<file path="config.mk">
export PLATFORM = sky130hd
export DESIGN_NAME = fixed_partition_fit_allocator_core
export DESIGN_NICKNAME = d
export VERILOG_FILES = /design/src/rtl/fpfa_pkg.sv /design/src/rtl/fpfa_cell.sv /design/src/rtl/fpfa_ctrl.sv /design/src/rtl/fixed_partition_fit_allocator_core.sv
export SDC_FILE = /design/constraint.sdc
export NUM_CORES = 2
export LEC_CHECK = 0
export BUFFER_PORTS_ARGS = -buffer_cell sky130_fd_sc_hd__buf_2
export CORE_ASPECT_RATIO = 0.8
export CORE_MARGIN = 5
export CORE_UTILIZATION = 55
export DETAILED_ROUTE_END_ITERATION = 10
export PLACE_DENSITY = 0.77
export SYNTH_ARGS = -nofsm -noshare
export SYNTH_HDL_FRONTEND = slang
export SYNTH_HIERARCHICAL = 1
export SYNTH_SLANG_ARGS = --single-unit
</file>
<file path="constraint.sdc">
create_clock -name clock -period 5.28 [get_ports clock]
set_clock_uncertainty 0.15 [all_clocks]
set_input_delay 0.792 -clock clock [delete_from_list [all_inputs] [get_ports clock]]
set_output_delay 0.792 -clock clock [all_outputs]
set_load 0.01 [all_outputs]
</file>
<file path="src/rtl/fpfa_pkg.sv">
// Shared types, constants and codes of the fixed partition fit allocator.
// No dependencies; every other file of the block imports this package.
`default_nettype none

package fpfa_pkg;

   // Table geometry
   localparam int PARTS    = 16;
   localparam int SIZE_W   = 16;
   localparam int IDX_W    = $clog2(PARTS);
   localparam int CNT_W    = $clog2(PARTS + 1);

   // Widths of the slot field and the fit policy
   localparam int SLOT_W   = 4;
   localparam int POLICY_W = 2;

   // Configuration port
   localparam int CSR_IDX_W  = 4;
   localparam int CSR_DATA_W = 8;
   localparam logic [CSR_IDX_W-1:0] REG_FIT_POLICY    = CSR_IDX_W'(0);
   localparam logic [CSR_IDX_W-1:0] REG_PARTS_IN_USE  = CSR_IDX_W'(1);

   // Request kinds
   localparam logic KIND_LOAD  = 1'b0;
   localparam logic KIND_ALLOC = 1'b1;

   // Fit policies
   localparam logic [POLICY_W-1:0] POLICY_FIRST = 2'd0;
   localparam logic [POLICY_W-1:0] POLICY_BEST  = 2'd1;
   localparam logic [POLICY_W-1:0] POLICY_WORST = 2'd2;

   // Search record that walks down the cell chain
   typedef struct packed {
      logic              active;
      logic              found;
      logic [IDX_W-1:0]  pick;
      logic [SIZE_W-1:0] best;
   } scan_rec_type;

   // Search terms broadcast to every cell while a scan runs
   typedef struct packed {
      logic [SIZE_W-1:0]   amount;
      logic [POLICY_W-1:0] policy;
      logic [CNT_W-1:0]    count;
   } search_ctl_type;

   // Table write broadcast to every cell
   typedef struct packed {
      logic              en;
      logic [IDX_W-1:0]  idx;
      logic [SIZE_W-1:0] value;
   } cell_write_type;

endpackage

`default_nettype wire

</file>
<file path="src/rtl/fpfa_cell.sv">
// One partition cell: holds the free space of one partition and updates
// the passing search record. Depends on fpfa_pkg.
`default_nettype none

module fpfa_cell (
   input  wire logic                   clock,
   input  wire logic                   reset,
   input  wire logic [fpfa_pkg::IDX_W-1:0] cell_index,
   input  wire fpfa_pkg::search_ctl_type   search,
   input  wire fpfa_pkg::cell_write_type   wr,
   input  wire fpfa_pkg::scan_rec_type     rec_prev,
   output fpfa_pkg::scan_rec_type          rec_next
);
   import fpfa_pkg::*;

   logic [SIZE_W-1:0] space_ff, space_in;
   scan_rec_type      rec_ff, rec_in;
   logic              in_use;
   logic              fits;
   logic              take;

   assign in_use = CNT_W'(cell_index) < search.count;
   assign fits   = in_use && (space_ff >= search.amount);

   always_comb begin
      case (search.policy)
         POLICY_FIRST: take = fits && !rec_prev.found;
         POLICY_BEST:  take = fits && (!rec_prev.found || space_ff < rec_prev.best);
         POLICY_WORST: take = fits && (!rec_prev.found || space_ff > rec_prev.best);
         default:      take = 1'b0;
      endcase
   end

   always_comb begin
      rec_in = rec_prev;
      if (rec_prev.active && take) begin
         rec_in.found = 1'b1;
         rec_in.pick  = cell_index;
         rec_in.best  = space_ff;
      end
   end

   assign space_in = (wr.en && wr.idx == cell_index) ? wr.value : space_ff;

   always_ff @(posedge clock) begin
      if (reset) begin
         space_ff <= '0;
         rec_ff   <= '0;
      end else begin
         space_ff <= space_in;
         rec_ff   <= rec_in;
      end
   end

   assign rec_next = rec_ff;

endmodule

`default_nettype wire

</file>
<file path="src/rtl/fpfa_ctrl.sv">
// Sequencer of the allocator: request intake, configuration registers,
// scan launch, table write-back and the response register. Depends on fpfa_pkg.
`default_nettype none

module fpfa_ctrl (
   input  wire logic                              clock,
   input  wire logic                              reset,
   input  wire logic                              req_valid,
   output logic                                   req_stall,
   input  wire logic                              req_kind,
   input  wire logic [fpfa_pkg::SLOT_W-1:0]       req_slot,
   input  wire logic [fpfa_pkg::SIZE_W-1:0]       req_amount,
   output logic                                   rsp_valid,
   input  wire logic                              rsp_stall,
   output logic                                   rsp_granted,
   output logic [fpfa_pkg::SLOT_W-1:0]            rsp_slot_chosen,
   output logic [fpfa_pkg::SIZE_W-1:0]            rsp_space_left,
   input  wire logic                              csr_valid,
   output logic                                   csr_ready,
   input  wire logic [fpfa_pkg::CSR_IDX_W-1:0]    csr_index,
   input  wire logic [fpfa_pkg::CSR_DATA_W-1:0]   csr_data,
   output fpfa_pkg::scan_rec_type                 launch,
   output fpfa_pkg::search_ctl_type               search,
   output fpfa_pkg::cell_write_type               wr,
   input  wire fpfa_pkg::scan_rec_type            chain_out
);
   import fpfa_pkg::*;

   localparam logic [1:0] ST_IDLE = 2'd0;
   localparam logic [1:0] ST_SCAN = 2'd1;
   localparam logic [1:0] ST_EMIT = 2'd2;

   logic [1:0]          state_ff, state_in;
   scan_rec_type        launch_ff, launch_in;
   logic [SIZE_W-1:0]   amount_ff, amount_in;
   logic [POLICY_W-1:0] policy_ff, policy_in;
   logic [CNT_W-1:0]    count_ff, count_in;
   logic                pend_granted_ff, pend_granted_in;
   logic [SLOT_W-1:0]   pend_slot_ff, pend_slot_in;
   logic [SIZE_W-1:0]   pend_space_ff, pend_space_in;
   logic                rsp_valid_ff, rsp_valid_in;
   logic                rsp_granted_ff;
   logic [SLOT_W-1:0]   rsp_slot_ff;
   logic [SIZE_W-1:0]   rsp_space_ff;
   logic                accept;
   logic                out_free;
   logic                load_ok;
   logic [SIZE_W-1:0]   remain;

   assign req_stall = (state_ff != ST_IDLE);
   assign accept    = req_valid && !req_stall;
   assign out_free  = !rsp_valid_ff || !rsp_stall;
   assign load_ok   = {1'b0, req_slot} < (SLOT_W + 1)'(PARTS);
   assign remain    = chain_out.best - amount_ff;
   assign csr_ready = 1'b1;

   // Configuration writes
   always_comb begin
      policy_in = policy_ff;
      count_in  = count_ff;
      if (csr_valid && csr_ready) begin
         unique case (csr_index)
            REG_FIT_POLICY:   policy_in = csr_data[POLICY_W-1:0];
            REG_PARTS_IN_USE: count_in  = csr_data[CNT_W-1:0];
            default: ;
         endcase
      end
   end

   // Sequencer
   always_comb begin
      state_in        = state_ff;
      launch_in       = '0;
      amount_in       = amount_ff;
      pend_granted_in = pend_granted_ff;
      pend_slot_in    = pend_slot_ff;
      pend_space_in   = pend_space_ff;
      wr              = '0;
      unique case (state_ff)
         ST_IDLE: begin
            if (accept) begin
               if (req_kind == KIND_LOAD) begin
                  wr.en           = load_ok;
                  wr.idx          = req_slot[IDX_W-1:0];
                  wr.value        = req_amount;
                  pend_granted_in = load_ok;
                  pend_slot_in    = load_ok ? req_slot : '0;
                  pend_space_in   = load_ok ? req_amount : '0;
                  state_in        = ST_EMIT;
               end else begin
                  amount_in        = req_amount;
                  launch_in.active = 1'b1;
                  state_in         = ST_SCAN;
               end
            end
         end
         ST_SCAN: begin
            if (chain_out.active) begin
               wr.en           = chain_out.found;
               wr.idx          = chain_out.pick;
               wr.value        = remain;
               pend_granted_in = chain_out.found;
               pend_slot_in    = chain_out.found ? SLOT_W'(chain_out.pick) : '0;
               pend_space_in   = chain_out.found ? remain : '0;
               state_in        = ST_EMIT;
            end
         end
         ST_EMIT: begin
            if (out_free) begin
               state_in = ST_IDLE;
            end
         end
         default: state_in = ST_IDLE;
      endcase
   end

   assign rsp_valid_in = (state_ff == ST_EMIT) ? 1'b1 : (rsp_valid_ff && rsp_stall);

   always_ff @(posedge clock) begin
      if (reset) begin
         state_ff     <= ST_IDLE;
         launch_ff    <= '0;
         policy_ff    <= POLICY_FIRST;
         count_ff     <= CNT_W'(PARTS);
         rsp_valid_ff <= 1'b0;
      end else begin
         state_ff     <= state_in;
         launch_ff    <= launch_in;
         policy_ff    <= policy_in;
         count_ff     <= count_in;
         rsp_valid_ff <= rsp_valid_in;
      end
   end

   always_ff @(posedge clock) begin
      amount_ff       <= amount_in;
      pend_granted_ff <= pend_granted_in;
      pend_slot_ff    <= pend_slot_in;
      pend_space_ff   <= pend_space_in;
      if (state_ff == ST_EMIT && out_free) begin
         rsp_granted_ff <= pend_granted_ff;
         rsp_slot_ff    <= pend_slot_ff;
         rsp_space_ff   <= pend_space_ff;
      end
   end

   assign launch          = launch_ff;
   assign search.amount   = amount_ff;
   assign search.policy   = policy_ff;
   assign search.count    = count_ff;
   assign rsp_valid       = rsp_valid_ff;
   assign rsp_granted     = rsp_granted_ff;
   assign rsp_slot_chosen = rsp_slot_ff;
   assign rsp_space_left  = rsp_space_ff;

endmodule

`default_nettype wire

</file>
<file path="src/rtl/fixed_partition_fit_allocator_core.sv">
// Top level of the fixed partition fit allocator: sequencer plus a chain of
// partition cells. Depends on fpfa_pkg, fpfa_ctrl and fpfa_cell.
//
//   Channel | Direction | Handshake            | Payload
//   --------+-----------+----------------------+-------------------------------
//   req_    | in        | req_valid/req_stall  | kind, slot, amount
//   rsp_    | out       | rsp_valid/rsp_stall  | granted, slot_chosen, space_left
//   csr_    | in        | csr_valid/csr_ready  | csr_index, csr_data
//
// A load request writes the table at accept; the response then passes through the
// pending registers and leaves through the output register.
// An allocate request launches a search record that walks one cell per cycle down
// the chain, then write-back and response; one request is in work at a time.
// Reset (synchronous) zeroes every partition, sets first fit and all partitions in use.
// A stalled response holds in the output register while the next request is taken.
`default_nettype none

module fixed_partition_fit_allocator_core (
   input  wire logic                            clock,
   input  wire logic                            reset,
   input  wire logic                            req_valid,
   output logic                                 req_stall,
   input  wire logic                            req_kind,
   input  wire logic [fpfa_pkg::SLOT_W-1:0]     req_slot,
   input  wire logic [fpfa_pkg::SIZE_W-1:0]     req_amount,
   output logic                                 rsp_valid,
   input  wire logic                            rsp_stall,
   output logic                                 rsp_granted,
   output logic [fpfa_pkg::SLOT_W-1:0]          rsp_slot_chosen,
   output logic [fpfa_pkg::SIZE_W-1:0]          rsp_space_left,
   input  wire logic                            csr_valid,
   output logic                                 csr_ready,
   input  wire logic [fpfa_pkg::CSR_IDX_W-1:0]  csr_index,
   input  wire logic [fpfa_pkg::CSR_DATA_W-1:0] csr_data
);
   import fpfa_pkg::*;

   // rec_link[i] feeds cell i; rec_link[PARTS] returns to the sequencer
   scan_rec_type   rec_link [PARTS+1];
   search_ctl_type search;
   cell_write_type wr;

   fpfa_ctrl u_ctrl (
      .clock           (clock),
      .reset           (reset),
      .req_valid       (req_valid),
      .req_stall       (req_stall),
      .req_kind        (req_kind),
      .req_slot        (req_slot),
      .req_amount      (req_amount),
      .rsp_valid       (rsp_valid),
      .rsp_stall       (rsp_stall),
      .rsp_granted     (rsp_granted),
      .rsp_slot_chosen (rsp_slot_chosen),
      .rsp_space_left  (rsp_space_left),
      .csr_valid       (csr_valid),
      .csr_ready       (csr_ready),
      .csr_index       (csr_index),
      .csr_data        (csr_data),
      .launch          (rec_link[0]),
      .search          (search),
      .wr              (wr),
      .chain_out       (rec_link[PARTS])
   );

   // Cell chain: each cell owns one partition, lowest index first so that
   // ties in best and worst fit keep the earliest candidate
   for (genvar i = 0; i < PARTS; i++) begin : g_cell
      fpfa_cell u_cell (
         .clock      (clock),
         .reset      (reset),
         .cell_index (IDX_W'(i)),
         .search     (search),
         .wr         (wr),
         .rec_prev   (rec_link[i]),
         .rec_next   (rec_link[i+1])
      );
   end

endmodule

`default_nettype wire

</file>
# Yosys cells after proc, flatten, opt, wreduce, memory -nomap -nowiden
# Index checks and enable logic that the tools add are counted.
classes:
  n_addsub: 1
  n_lt_le_gt_ge: 64
  eq_ne: 24
  muxes: 57
  n_bitwise: 2
  reduce_logical: 178
op_table:
  columns: ["op", "n"]
  rows:
  - ["21-bit two-way mux", 19]
  - ["16-bit >= comparator", 16]
  - ["16-bit greater-than comparator", 15]
  - ["16-bit < comparator", 15]
  - ["1-bit logical AND", 99]
  - ["16-bit two-way mux", 4]
  - ["1-bit one-hot mux with 3 select lines", 16]
  - ["21-bit one-hot mux with 2 select lines", 1]
  - ["4-bit by 5-bit < comparator with 1-bit output (first input constant)", 8]
  - ["1-bit logical OR", 33]
  - ["4-bit == test (second input constant)", 8]
  - ["16-bit one-hot mux with 2 select lines", 1]
  - ["2-bit OR reduction", 15]
  - ["3-bit by 5-bit < comparator with 1-bit output (first input constant)", 4]
  - ["1-bit zero test", 18]
  - ["4-bit by 3-bit == test with 1-bit output (second input constant)", 4]
  - ["16-bit by 1-bit greater-than comparator with 1-bit output (second input constant)", 1]
  - ["16-bit by 1-bit < comparator with 1-bit output (second input constant)", 1]
  - ["4-bit two-way mux", 4]
  - ["16-bit subtractor", 1]
  - ["1-bit by 5-bit < comparator with 1-bit output (first input constant)", 2]
  - ["2-bit by 5-bit < comparator with 1-bit output (first input constant)", 2]
  - ["4-bit by 1-bit == test with 1-bit output (second input constant)", 2]
  - ["4-bit by 2-bit == test with 1-bit output (second input constant)", 2]
  - ["other kinds (18)", 35]
word_totals:
  register_bits: 677
  inputBits: 38
  out_inout_bits: 24
  word_cells: 432

# Depth between registers and ports, before layout
depth:
  depth_word: 7
  mapped_depth: 11
  depth_no_buf: 11

# By module
# Netlist, hierarchy kept.
modules_own_cells:
  columns: ["module", "n_inst", "cells_each", "area_per_inst_um2", "seq_area_each_um2"]
  rows:
  - ["fpfa_cell", 16, 277, 2486.1, 760.7]
  - ["fpfa_ctrl", 1, 318, 3577.2, 1961.9]
  - ["fixed_partition_fit_allocator_core", 1, 2, 7.5, 0.0]

# Worst setup path before layout
# No wires, ideal clock.
synth_timing:
  kind: "input port to flip-flop"
  start: "in req_valid"
  end: "reg g_cell[12].u_cell.space_ff[0]"
  setup_ns: 0.128
  arrival_ns: 3.356
  required_ns: 5.002
  setup_slack_ns: 1.646
  stages: 9
  n_path_buf: 2
  cell_sequence: "nand2_1 -> nor2_1 -> clkbuf_1 -> a22o_1 -> xor2_1 -> nor4_2 -> buf_2 -> mux2i_1 -> nor2_1"
synth_lines:
  columns: ["item", "line", "rtl"]
  rows:
  - ["start, declared", "fixed_partition_fit_allocator_core.sv:21", "input wire logic req_valid,"]
  - ["end signal, assigned", "fpfa_cell.sv:50", "space_ff <= space_in;"]
  - ["end, declared", "fpfa_cell.sv:16", "logic [SIZE_W-1:0] space_ff, space_in;"]

==> impl_metrics.yaml <==
timing:
  rsz_0062_raised_after_global_routing: "false"
  timing.final.max_slew_violations: 0
  timing_hold_violations_final: 0
  max_clock_freq_ghz: 0.228
  layout_worst_path_cycle_share_pct: 83.1
  timing.slew.headroom_pct: 16.4
  final.setup.tns_ns: 0
  slew_at_the_pin_closest_to_its_max_slew_limit_ns: 1.25
  setup_viol_count_final: 0
  final.hold.worst_slack_ns: 0.229
  final_period_minus_worst_setup_slack_ns: 4.39
clocking:
  cts_tree: "done"
  clock_insertion_delay_worst_skew_ns: 0.63
  worst_setup_hold_path_clk_slew_ns: 0.07
  clk_root_buffer_cell: "sky130_fd_sc_hd__clkbuf_16"
  cts-root-to-sink-buffers: 3
  postCtsHoldBufs: 0
  cts_max_level: 3
  cts-buffers-inserted: 70
  post_cts.resized_instances: 0
  post-cts-setup-buffers: 0
  cts.sink_count: 677
finish:
  post_route_cells_drive_above_1_share_pct: 6.70
  final_design_area_no_fill_um2: 48000
  area_delta_synth_final_pct: 10.7
  finalNetCount: 5655
power_and_ir_drop:
  power.clock.fraction_pct: 44.5
  leakagePower_nw: 19.4
  seq_power_share_pct: 47.3
  comb_power_share_pct: 8.2
  ir_worst_vdd_v: 0.000195
  power.density_cell_area_nw_per_um2: 232
  power_switching_mw: 2.75
  sw_frac_of_total_pct: 24.7
  power_report.internal_total_mw: 8.40
floorplan:
  initial_core_utilization_pct: 55.2
  coreArea_um2: 78500
  die-width_um: 324
  rows: 92
  dieArea_um2: 84600
  ios: 62
  fp.dieH_um: 261
routing:
  wl_per_cell_um: 18.8
  ant_nets: 0
  wl_um: 115000
  routed_via_density: 5.49
  post-route-drc-count: 0
  detailedRoute.firstIterationViolations: 2857
  drt_pre_antenna_iters: 6
  dr_total_vias: 33500
hold_path:
  min_path_type: "primary input to flop"
critical_path:
  crit_path_top_delay_cell: "sky130_fd_sc_hd__a22o_1"
  timing.critical_path.cells: "inv_1, ha_1, nor2b_4, o31a_4, o31ai_4, nand2_1, xor2_1, a22o_1, buf_4, mux2i_1, nor2_1"
  max_stage_delay_ns: 1.00
  worst-path-max-fanout: 10
  crit_path_end_kind: "flop"
  required_ns: 5.68
  cp_data_arrival_time_ns: 4.79
  critPathBufInv: 2
  cp_top_family: "compound AO/OA/AOI/OAI gates"
  criticalPathCategory: "flop to flop"
  timing.critical_path.from_type: "flop"
logic_synthesis:
  synth_compound_area_share_pct: 9.12
  syn_area_per_cell_um2: 9.13
  ys_seq_elements: 677
  ys_top_cells_by_count: "sky130_fd_sc_hd__nand2b_1 (676), sky130_fd_sc_hd__inv_1 (629), sky130_fd_sc_hd__dfxtp_1 (619), sky130_fd_sc_hd__ha_1 (608), sky130_fd_sc_hd__mux2i_1 (582)"
  netlist_area_um2: 43400
  synthesis.yosys.warnings: 6
  combinational_family_with_the_most_area_after_synthesis: "simple AND/OR/NAND/NOR gates"
  synthTopCellsByArea: "sky130_fd_sc_hd__dfxtp_1 (29%), sky130_fd_sc_hd__ha_1 (18%), sky130_fd_sc_hd__mux2i_1 (13%)"
  synth_enable_flop_cells: 58
  synth_largest_area_cell: "sky130_fd_sc_hd__dfxtp_1"
  ys_seq_area_share_pct: 32.6
  post_synth_inst_count: 4752
  yosys.cell_types.count: 54
  yosys.area.top_type_share_pct: 28.6
  post_synth_xor_xnor_area_pct: 1.88
  yosys_most_used_dff: "sky130_fd_sc_hd__dfxtp_1"
  synth-simple-area-share_pct: 17.6
  synthArstFlopShare_pct: 0
  post_synth_mux_area_share_pct: 13.4
  most_frequently_used_cell_type_in_the_post_synthesis_netlist: "sky130_fd_sc_hd__nand2b_1"
  adder_cell_share_of_the_synthesized_area_pct: 17.6
grt:
  initial_antenna_violation_count: 2
  grt_overflow_total: 0
  grt_max_degree: 186
  grt_pass1_vias: 31900
  grt_usage_pct: 26.7
  global_route_wire_length_before_repair_um: 178000
placement:
  placed_cell_area_um2: 45800
  port-buffer-count: 57
  dp_hpwl_um: 79800
  place.gp.congestion: 0.920
job:
  cap_violations: 0
run_status:
  status: "finished clean"
## layer usage
| layer | vias up | GRT usage [%] | share of wire (%) |
|---|---|---|---|
| met5 | - | 0 | 0 |
| met4 | 0 | 8.99 | 3.6 |
| met3 | 275 | 5.10 | 9.0 |
| met2 | 1168 | 41.2 | 43 |
| met1 | 15700 | 37.9 | 45 |
| li1 | 16400 | - | - |
## power by group through the flow
stage	registers [mW]	logic, mW	clock network (mW)
floorplan	5.39	0.588	0
global placement	5.39	0.855	0
detailed placement	5.39	0.883	0
CTS	5.28	0.890	5.03
global route	5.28	0.998	5.24
finish	5.28	0.912	4.96
## final timing paths
check	start	end	slack, ns	cells after the start
hold reg to reg	u_ctrl/pend_slot_ff[0]	u_ctrl/rsp_slot_chosen[0]	0.27	0
setup / recovery	u_ctrl/amount_ff[2]	g_cell[5].u_cell/space_ff[8]	0.89	11
setup reg to reg	u_ctrl/amount_ff[2]	g_cell[5].u_cell/space_ff[8]	0.89	11
hold / removal	req_amount[8]	u_ctrl/amount_ff[8]	0.23	1
## stage by stage
| step | std cells | power [mW] | setup slack [ns] | util (%) |
|---|---|---|---|---|
| after floorplan | 4962 | 5.97 | 1.65 | - |
| final | 6095 | 11.2 | 0.893 | 61.2 |
| after global routing | 6093 | 11.5 | 0.942 | 61.2 |
| after detailed placement | 5970 | 6.28 | 1.24 | 58.3 |
| after global placement | 5970 | 6.25 | 1.27 | 58.3 |
| after CTS | 6093 | 11.2 | 1.18 | 61.2 |
## final cells by class
| type | instances | area [um^2] |
|---|---|---|
| antenna | 2 | 5.00 |
| clock buffer | 97 | 1990 |
| clock inverter | 26 | 258 |
| fill | 6533 | 30500 |
| inverter | 629 | 2360 |
| multi-input combinational | 3480 | 26900 |
| sequential | 677 | 14100 |
| tap | 1034 | 1290 |
| timing repair buffer | 150 | 1040 |
## placed cells by master, fill, tap and decap left out, types with 7 or more instances in the layout
cell type	n
sky130_fd_sc_hd__nor2b_1	17
sky130_fd_sc_hd__nor4_1	17
sky130_fd_sc_hd__o211ai_1	16
sky130_fd_sc_hd__ha_1	608
sky130_fd_sc_hd__nand4_2	16
sky130_fd_sc_hd__nand2_1	133
sky130_fd_sc_hd__a311o_1	16
sky130_fd_sc_hd__o21ai_2	7
sky130_fd_sc_hd__nand4_1	67
sky130_fd_sc_hd__clkinv_2	14
sky130_fd_sc_hd__xnor2_1	40
sky130_fd_sc_hd__o21a_1	18
sky130_fd_sc_hd__o21ai_0	92
sky130_fd_sc_hd__a211oi_4	16
sky130_fd_sc_hd__dfxtp_1	617
sky130_fd_sc_hd__nor4_4	16
sky130_fd_sc_hd__xor2_1	53
sky130_fd_sc_hd__buf_4	89
sky130_fd_sc_hd__clkbuf_1	13
sky130_fd_sc_hd__edfxtp_1	58
sky130_fd_sc_hd__clkbuf_8	11
sky130_fd_sc_hd__nand3_1	38
sky130_fd_sc_hd__clkbuf_16	71
sky130_fd_sc_hd__a211oi_1	81
sky130_fd_sc_hd__o311ai_0	16
sky130_fd_sc_hd__a21oi_1	174
sky130_fd_sc_hd__mux2i_1	582
sky130_fd_sc_hd__conb_1	214
sky130_fd_sc_hd__nor2_1	371
sky130_fd_sc_hd__a21o_1	64
sky130_fd_sc_hd__buf_2	56
sky130_fd_sc_hd__a22o_1	21
sky130_fd_sc_hd__nor3_1	49
sky130_fd_sc_hd__inv_1	629
sky130_fd_sc_hd__a2111oi_2	16
sky130_fd_sc_hd__nand2b_1	676
sky130_fd_sc_hd__a31oi_1	17
## registers in the layout, indices dropped and copies added (netlist names)
name                    cells
g_cell.u_cell/rec_next    352
g_cell.u_cell/space_ff    256
u_ctrl/amount_ff           16
u_ctrl/count_ff             5
u_ctrl/launch               1
u_ctrl/pend_granted_ff      1
u_ctrl/pend_slot_ff         4
u_ctrl/pend_space_ff       16
u_ctrl/policy_ff            2
u_ctrl/rsp_granted          1
u_ctrl/rsp_slot_chosen      4
u_ctrl/rsp_space_left      16
u_ctrl/rsp_valid            1
u_ctrl/state_ff             2
## kinds of logic after synthesis
kind of cell               Yosys count
and+or+nand+nor                   1405
AOI/OAI and AO/OA                  577
DFF                                677
adders and majority gates          609
buffers and inverters              805
muxes                              582
xor gates and xnor gates            93
other                                4
Power figures use the tool's default switching activity.
